## src/sv/pds_pkg.sv

```systemverilog
// Shared types and constants for the positional deque store.
// Used by pds_ctrl, pds_dp and positional_deque_store_top.
`default_nettype none

package pds_pkg;

    localparam int DEPTH_DEFAULT = 16;

    localparam int CMD_W    = 3;
    localparam int WORD_W   = 32;
    localparam int POS_W    = 8;
    localparam int STATUS_W = 2;
    localparam int LEN_W    = 5;

    typedef enum logic [CMD_W-1:0] {
        CMD_PUSH_BACK  = 3'd0,
        CMD_PUSH_FRONT = 3'd1,
        CMD_REMOVE     = 3'd2,
        CMD_READ       = 3'd3,
        CMD_DUMP       = 3'd4
    } cmd_t;

    typedef enum logic [STATUS_W-1:0] {
        ST_OK    = 2'd0,
        ST_RANGE = 2'd1,
        ST_FULL  = 2'd2,
        ST_EMPTY = 2'd3
    } status_t;

    typedef enum logic [0:0] {
        S_IDLE = 1'b0,
        S_DUMP = 1'b1
    } state_t;

    // controller to datapath
    typedef struct packed {
        logic load_op;
        logic dump_next;
    } ctrl_cmd_t;

    // datapath to controller
    typedef struct packed {
        logic is_dump;
        logic multi;
        logic dump_end;
    } dp_status_t;

endpackage

`default_nettype wire

```

## src/sv/pds_ctrl.sv

```systemverilog
// Request sequencer for the positional deque store.
// Depends on pds_pkg; drives pds_dp through ctrl_cmd_t.
`default_nettype none

module pds_ctrl (
    input  wire logic               clk,
    input  wire logic               rst_n,
    input  wire logic               start,
    input  wire pds_pkg::dp_status_t dp_st,
    output pds_pkg::ctrl_cmd_t      dp_cmd,
    output logic                    busy
);

    pds_pkg::state_t state_reg;
    pds_pkg::state_t state_next;

    always_ff @(posedge clk or negedge rst_n)
    begin
        if (!rst_n)
        begin
            state_reg <= pds_pkg::S_IDLE;
        end
        else
        begin
            state_reg <= state_next;
        end
    end

    always_comb
    begin
        state_next = state_reg;
        unique case (state_reg)
            pds_pkg::S_IDLE:
            begin
                if (start && dp_st.is_dump && dp_st.multi)
                begin
                    state_next = pds_pkg::S_DUMP;
                end
            end
            pds_pkg::S_DUMP:
            begin
                if (dp_st.dump_end)
                begin
                    state_next = pds_pkg::S_IDLE;
                end
            end
            default:
            begin
                state_next = pds_pkg::S_IDLE;
            end
        endcase
    end

    always_comb
    begin
        dp_cmd = '0;
        busy   = 1'b0;
        unique case (state_reg)
            pds_pkg::S_IDLE:
            begin
                dp_cmd.load_op = start;
            end
            pds_pkg::S_DUMP:
            begin
                dp_cmd.dump_next = 1'b1;
                busy             = 1'b1;
            end
            default:
            begin
                busy = 1'b0;
            end
        endcase
    end

    a_dump_exits: assert property (@(posedge clk) disable iff (!rst_n)
        (state_reg == pds_pkg::S_DUMP && dp_st.dump_end) |=> !busy)
        else $error("dump did not return to idle");

    a_no_load_when_busy: assert property (@(posedge clk) disable iff (!rst_n)
        busy |-> !dp_cmd.load_op)
        else $error("request loaded while busy");

    a_dump_entry: assert property (@(posedge clk) disable iff (!rst_n)
        (start && !busy && dp_st.is_dump && dp_st.multi) |=> busy)
        else $error("multi-entry dump did not hold off requests");

endmodule

`default_nettype wire

```

## src/sv/pds_dp.sv

```systemverilog
// Datapath of the positional deque store: shifting cell row, length, result registers.
// Depends on pds_pkg; controlled by pds_ctrl.
`default_nettype none

module pds_dp #(
    parameter int DEPTH = pds_pkg::DEPTH_DEFAULT
) (
    input  wire logic                                clk,
    input  wire logic                                rst_n,
    input  wire pds_pkg::ctrl_cmd_t                  dp_cmd,
    output pds_pkg::dp_status_t                      dp_st,
    input  wire logic [pds_pkg::CMD_W-1:0]           cmd,
    input  wire logic signed [pds_pkg::WORD_W-1:0]   value,
    input  wire logic [pds_pkg::POS_W-1:0]           position,
    output logic                                     valid,
    output logic [pds_pkg::STATUS_W-1:0]             status,
    output logic signed [pds_pkg::WORD_W-1:0]        data_word,
    output logic [pds_pkg::LEN_W-1:0]                length,
    output logic                                     is_empty,
    output logic                                     last
);

    localparam int CW = $clog2(DEPTH + 1);
    localparam int IW = $clog2(DEPTH);

    logic signed [pds_pkg::WORD_W-1:0] words_reg [DEPTH];
    logic signed [pds_pkg::WORD_W-1:0] words_next [DEPTH];
    logic [CW-1:0]                     count_reg;
    logic [CW-1:0]                     count_next;
    logic [IW-1:0]                     idx_reg;
    logic [IW-1:0]                     idx_next;

    logic                              valid_reg;
    logic                              valid_next;
    pds_pkg::status_t                  status_reg;
    pds_pkg::status_t                  status_next;
    logic signed [pds_pkg::WORD_W-1:0] data_reg;
    logic signed [pds_pkg::WORD_W-1:0] data_next;
    logic [pds_pkg::LEN_W-1:0]         length_reg;
    logic                              empty_reg;
    logic                              last_reg;
    logic                              last_next;

    logic                              full;
    logic                              empty;
    logic [pds_pkg::POS_W-1:0]         count_ext;
    logic [IW-1:0]                     rd_addr;
    logic signed [pds_pkg::WORD_W-1:0] rd_word;
    logic                              dump_end;

    assign full      = (count_reg == CW'(DEPTH));
    assign empty     = (count_reg == '0);
    assign count_ext = pds_pkg::POS_W'(count_reg);
    assign dump_end  = ((CW'(idx_reg) + CW'(1)) == count_reg);

    always_comb
    begin
        if (dp_cmd.dump_next)
        begin
            rd_addr = idx_reg;
        end
        else if (cmd == pds_pkg::CMD_REMOVE)
        begin
            rd_addr = IW'(position - pds_pkg::POS_W'(1));
        end
        else if (cmd == pds_pkg::CMD_DUMP)
        begin
            rd_addr = '0;
        end
        else
        begin
            rd_addr = IW'(position);
        end
    end

    assign rd_word = words_reg[rd_addr];

    assign dp_st.is_dump  = (cmd == pds_pkg::CMD_DUMP);
    assign dp_st.multi    = (count_reg > CW'(1));
    assign dp_st.dump_end = dump_end;

    always_comb
    begin
        words_next  = words_reg;
        count_next  = count_reg;
        idx_next    = idx_reg;
        valid_next  = 1'b0;
        status_next = pds_pkg::ST_OK;
        data_next   = '0;
        last_next   = 1'b1;

        if (dp_cmd.dump_next)
        begin
            valid_next = 1'b1;
            data_next  = rd_word;
            last_next  = dump_end;
            idx_next   = idx_reg + IW'(1);
        end
        else if (dp_cmd.load_op)
        begin
            valid_next = 1'b1;
            case (cmd)
                pds_pkg::CMD_PUSH_BACK:
                begin
                    if (full)
                    begin
                        status_next = pds_pkg::ST_FULL;
                    end
                    else
                    begin
                        for (int i = 0; i < DEPTH; i++)
                        begin
                            if (i == int'(count_reg))
                            begin
                                words_next[i] = value;
                            end
                        end
                        count_next = count_reg + CW'(1);
                    end
                end
                pds_pkg::CMD_PUSH_FRONT:
                begin
                    if (full)
                    begin
                        status_next = pds_pkg::ST_FULL;
                    end
                    else
                    begin
                        words_next[0] = value;
                        for (int i = 1; i < DEPTH; i++)
                        begin
                            words_next[i] = words_reg[i-1];
                        end
                        count_next = count_reg + CW'(1);
                    end
                end
                pds_pkg::CMD_REMOVE:
                begin
                    if (empty)
                    begin
                        status_next = pds_pkg::ST_EMPTY;
                    end
                    else if (position == '0 || position > count_ext)
                    begin
                        status_next = pds_pkg::ST_RANGE;
                    end
                    else
                    begin
                        data_next = rd_word;
                        for (int i = 0; i < DEPTH - 1; i++)
                        begin
                            if ((i + 1) >= int'(position))
                            begin
                                words_next[i] = words_reg[i+1];
                            end
                        end
                        count_next = count_reg - CW'(1);
                    end
                end
                pds_pkg::CMD_READ:
                begin
                    if (empty)
                    begin
                        status_next = pds_pkg::ST_EMPTY;
                    end
                    else if (position >= count_ext)
                    begin
                        status_next = pds_pkg::ST_RANGE;
                    end
                    else
                    begin
                        data_next = rd_word;
                    end
                end
                pds_pkg::CMD_DUMP:
                begin
                    if (empty)
                    begin
                        status_next = pds_pkg::ST_EMPTY;
                    end
                    else
                    begin
                        data_next = rd_word;
                        last_next = (count_reg == CW'(1));
                        idx_next  = IW'(1);
                    end
                end
                default:
                begin
                    status_next = pds_pkg::ST_OK;
                end
            endcase
        end
    end

    always_ff @(posedge clk or negedge rst_n)
    begin
        if (!rst_n)
        begin
            count_reg <= '0;
            idx_reg   <= '0;
            valid_reg <= 1'b0;
        end
        else
        begin
            count_reg <= count_next;
            idx_reg   <= idx_next;
            valid_reg <= valid_next;
        end
    end

    always_ff @(posedge clk)
    begin
        words_reg <= words_next;
        if (valid_next)
        begin
            status_reg <= status_next;
            data_reg   <= data_next;
            length_reg <= pds_pkg::LEN_W'(count_next);
            empty_reg  <= (count_next == '0);
            last_reg   <= last_next;
        end
    end

    assign valid     = valid_reg;
    assign status    = status_reg;
    assign data_word = data_reg;
    assign length    = length_reg;
    assign is_empty  = empty_reg;
    assign last      = last_reg;

    a_count_bound: assert property (@(posedge clk) disable iff (!rst_n)
        count_reg <= CW'(DEPTH))
        else $error("entry count above depth");

    a_result_follows: assert property (@(posedge clk) disable iff (!rst_n)
        (dp_cmd.load_op || dp_cmd.dump_next) |=> valid_reg)
        else $error("request without result");

    a_no_spurious: assert property (@(posedge clk) disable iff (!rst_n)
        !(dp_cmd.load_op || dp_cmd.dump_next) |=> !valid_reg)
        else $error("result without request");

    a_dump_keeps_count: assert property (@(posedge clk) disable iff (!rst_n)
        dp_cmd.dump_next |=> $stable(count_reg))
        else $error("count changed during dump");

endmodule

`default_nettype wire

```

## src/sv/positional_deque_store_top.sv

```systemverilog
// Positional deque store: bounded ordered store with push at both ends,
// positional remove and read, and ordered dump. Uses pds_pkg, pds_ctrl, pds_dp.
//
// A request is taken when start is high and busy is low. Each result appears
// on the result ports for one cycle with valid high, in the cycle after the
// request, and the receiver cannot stall it. Push, remove, read and unknown
// commands give one result each and a new request can be taken every cycle.
// A dump of N entries gives N results on consecutive cycles (one when the
// store is empty); busy is high after the dump request while the cell row
// is read out one entry per cycle. length reports the count masked to five
// bits.
`default_nettype none

module positional_deque_store_top #(
    parameter int DEPTH = pds_pkg::DEPTH_DEFAULT
) (
    input  wire logic                                clk,
    input  wire logic                                rst_n,
    input  wire logic                                start,
    output logic                                     busy,
    input  wire logic [pds_pkg::CMD_W-1:0]           cmd,
    input  wire logic signed [pds_pkg::WORD_W-1:0]   value,
    input  wire logic [pds_pkg::POS_W-1:0]           position,
    output logic                                     valid,
    output logic [pds_pkg::STATUS_W-1:0]             status,
    output logic signed [pds_pkg::WORD_W-1:0]        data_word,
    output logic [pds_pkg::LEN_W-1:0]                length,
    output logic                                     is_empty,
    output logic                                     last
);

    pds_pkg::ctrl_cmd_t  dp_cmd;
    pds_pkg::dp_status_t dp_st;

    pds_ctrl u_ctrl (
        .clk    (clk),
        .rst_n  (rst_n),
        .start  (start),
        .dp_st  (dp_st),
        .dp_cmd (dp_cmd),
        .busy   (busy)
    );

    pds_dp #(
        .DEPTH (DEPTH)
    ) u_dp (
        .clk       (clk),
        .rst_n     (rst_n),
        .dp_cmd    (dp_cmd),
        .dp_st     (dp_st),
        .cmd       (cmd),
        .value     (value),
        .position  (position),
        .valid     (valid),
        .status    (status),
        .data_word (data_word),
        .length    (length),
        .is_empty  (is_empty),
        .last      (last)
    );

endmodule

`default_nettype wire

```

## config.mk

```make
export PLATFORM = sky130hd
export DESIGN_NAME = positional_deque_store_top
export DESIGN_NICKNAME = d
export VERILOG_FILES = /design/src/sv/pds_pkg.sv /design/src/sv/pds_ctrl.sv /design/src/sv/pds_dp.sv /design/src/sv/positional_deque_store_top.sv
export SDC_FILE = /design/constraint.sdc
export NUM_CORES = 1
export LEC_CHECK = 0
export ABC_CLOCK_PERIOD_IN_PS = 6460
export BUFFER_PORTS_ARGS = -buffer_cell sky130_fd_sc_hd__buf_4
export CORE_UTILIZATION = 45
export DETAILED_ROUTE_END_ITERATION = 16
export HOLD_SLACK_MARGIN = 0.15
export REMOVE_ABC_BUFFERS = 1
export SLEW_MARGIN = 20
export SYNTH_ARGS = -nofsm -noshare
export SYNTH_HDL_FRONTEND = slang
export SYNTH_HIERARCHICAL = 1
export SYNTH_SLANG_ARGS = --single-unit
export TNS_END_PERCENT = 20
```

## constraint.sdc

```tcl
create_clock -name clk -period 6.46 [get_ports clk]
set_clock_uncertainty 0.1 [all_clocks]
set_input_delay 0.646 -clock clk [delete_from_list [all_inputs] [get_ports clk]]
set_output_delay 0.646 -clock clk [all_outputs]
set_load 0.03 [all_outputs]
```

==> results by group <==
Status
  • Status: finished, final reports clean

Power and ir drop
  • Static Leakage: around 0.011 uW
  • Worst vdd ir: approximately 480 uV
  • Power per cell area: 388 nW/um2

Cells and area
  • Final Core Density: 50.9%
  • Antenna cells: 0
  • Register Area: 16,900 um2
  • Area occupied by multi-input gates: roughly 11,000 um2
  • Max reg flops: 512
  • Filler instances: 5,573
  • Layout net count: approximately 2.6k
  • Share of cells above drive strength 1: a little over a tenth
  • P&R area growth vs syn: 11.3%

STA
  • Finish-stage setup viols: 0
  • Hold Slack: approximately 0.2 ns
  • RSZ-0062 raised after global routing: no
  • Final period util: between 60% and 70%
  • Final setup TNS: 0 ns
  • Worst-margin pin slew: ~1.2 ns
  • Max Slew Vio Count: 0
  • Final Hold Fails: 0
  • Fmax achieved: about 230 MHz
  • Time the worst path needs with I/O delays and setup: approximately 4.4 ns
  • Max-slew headroom: 21.1%

Critical path
  • Max FO, Critical Path: 23
  • Setup crit start kind: flop
  • Worst endpoint required time: approximately 6.7 ns
  • Setup crit end kind: flop
  • Data arrival, critical path: between 4 and 5 ns
  • Critical path class: flop to flop

Yosys
  • Synth unique cells: 66
  • Avg Inst Size Synth: roughly 11 um2
  • Dominant register cell in the synthesized netlist: edfxtp_1
  • Synth area leaders: edfxtp_1, a221o_1, nand2_1
  • Syn Inst Count: about 2.6k
  • Synth Register Bits: between 500 and 600
  • Count leader, synth: nand2_1
  • Cell area after synthesis: roughly 29,000 um2
  • Asr flop ratio synth: ~2.0%
  • Synth warnings: 6
  • Largest area contributor in the netlist: edfxtp_1
  • Sequential area share after synthesis: around three fifths
  • Yosys top cell area share: between 50 and 60%
  • Post-synth EDFFs: ~550
  • Synth top cells by count: nand2_1, edfxtp_1, a221o_1

Global routing
  • Vias in the first global route: 22.1k
  • GRT Overall Usage: between 20% and 30%
  • Initial antenna violation count: 0
  • Grt total ovfl: 0
  • First-pass GRT wire length: 138,000 um
  • Pin count of the biggest net entering global routing: 241

Clock network
  • H-tree Lvls: 2
  • Clk sinks: about 560
  • CTS Buf Count: 60
  • CTS tree: yes
  • Clock slew at reported path FFs: ~0.060 ns
  • Clock buffer depth: 3
  • Worst skew pair latency: about 0.64 ns
  • CTS Root Cell: clkbuf_16
  • Post-CTS Setup Inserts: 0

Routing
  • Via density: between 6 and 7
  • Wire per inst: roughly 27 um
  • 1st-iter DRT viols: roughly 3.2k
  • DRT Pass-1 Iters: 6
  • Post-route DRC: 0
  • DR vias: roughly 23k
  • Routed WL: ~90,000 um
  • Antenna viol nets, final: 0

Floorplanning
  • Initial core utilization: a little under half
  • IO Count: 89
  • Die area: 65,400 um2
  • Die W: roughly 260 um
  • Floorplan row count: 92
  • Die span in y: 256 um
  • Core region area: 63,300 um2

Placed design
  • Number of buffers added on ports: 88
  • Final GP Congestion: 0.859
  • HPWL Detailed: a little under 50,000 um

Worst hold path
  • Type of the worst min-delay path: input pin to flop

Job
  • Max_cap viols: 0
[metal layers]
layer / vias to the layer above / share of wire [%] / track usage, %
met5: - / 0 / 0
met3: 199 / 8.9 / 3.99
li1: 10020 / - / -
met4: 0 / 3.5 / 10.4
met1: 11592 / 42 / 38.8
met2: 1322 / 46 / 42.6
[metrics by stage]
stage | cell area (um2) | instances | setup slack, ns | total power, uW
after floorplan | 27800 | 2297 | -20.74 | 7800
after CTS | 32200 | 3399 | 2.11 | 12500
final | 32300 | 3401 | 2.05 | 12500
after global placement | 30300 | 3284 | 1.93 | 9070
after global routing | 32300 | 3401 | 1.90 | 13100
after detailed placement | 30300 | 3284 | 1.92 | 9120
[path summary, 6_finish.rpt]
kind	cells past startpoint	slack, ns	end	start
setup / recovery	8	2.05	u_dp/words_reg[115]$_DFFE_PP_	u_dp/count_reg[0]$_DFF_PN0_
setup reg to reg	8	2.05	u_dp/words_reg[115]$_DFFE_PP_	u_dp/count_reg[0]$_DFF_PN0_
hold / removal	3	0.20	u_dp/words_reg[15]$_DFFE_PP_	value[15]
hold reg to reg	2	0.47	u_dp/words_reg[16]$_DFFE_PP_	u_dp/words_reg[48]$_DFFE_PP_
max in group asynchronous	2	5.80	u_dp/idx_reg[2]$_DFFE_PN0P_	rst_n
min in group asynchronous	2	0.30	u_dp/count_reg[3]$_DFF_PN0_	rst_n
[worst max-delay path: stages (launching register included)]
cell and delay [ns]:
dfrtp_1 0.61, inv_1 0.16, ha_1 0.27, nor2b_1 0.20, nand2_1 0.38, a41oi_1 0.20
or4_1 0.84, a221oi_4 0.95, buf_12 0.32
[power by group]
group | switching [uW] | leakage [uW] | internal [uW]
clock network | 1500 | 0.000947 | 1920
registers | 240 | 0.00519 | 4460
logic | 3070 | 0.00526 | 1340
total | 4800 | 0.0114 | 7730
[logic make-up after synthesis]
| logic type | count (synthesis) | share of synthesized area (%) |
|---|---|---|
| XOR/XNOR | 7 | 0.212 |
| adder cells (fa/ha/maj) | 16 | 0.691 |
| flip-flops | 564 | 58.3 |
| buffers and inverters | 293 | 4.06 |
| multiplexers | 35 | 1.21 |
| AND/OR/NAND/NOR | 1011 | 15.0 |
| AO/OA/AOI/OAI | 652 | 20.6 |
[cells in the final DEF (no fill, tap or decap), types with 11 or more instances in the layout]
master / count
nand2_1: 605
clkinv_1: 19
a21oi_1: 50
edfxtp_1: 553
mux2i_1: 35
clkinv_2: 17
nor2_1: 103
dfrtp_1: 11
a31oi_1: 29
buf_4: 132
ha_1: 16
nand3_1: 192
inv_1: 12
a22oi_1: 14
o21ai_0: 15
o2111ai_1: 14
a221o_1: 449
and3_1: 39
clkbuf_16: 62
nor4_1: 11
[what timing repair did]
action                                 4_1_cts  5_1_grt
endpoints found under the hold margin       11        0
gates resized for setup                      0        0
hold buffers                                 1        0
[area by class of cell]
| type | instances | area share, % |
|---|---|---|
| sequential | 564 | 52.3 |
| multi-input combinational | 1721 | 34.5 |
| timing repair buffer | 144 | 3.77 |
| clock inverter | 43 | 0.954 |
| tap | 846 | 3.28 |
| clock buffer | 71 | 4.98 |
| inverter | 12 | 0.140 |
No activity file was read; power rests on OpenSTA's default activity.
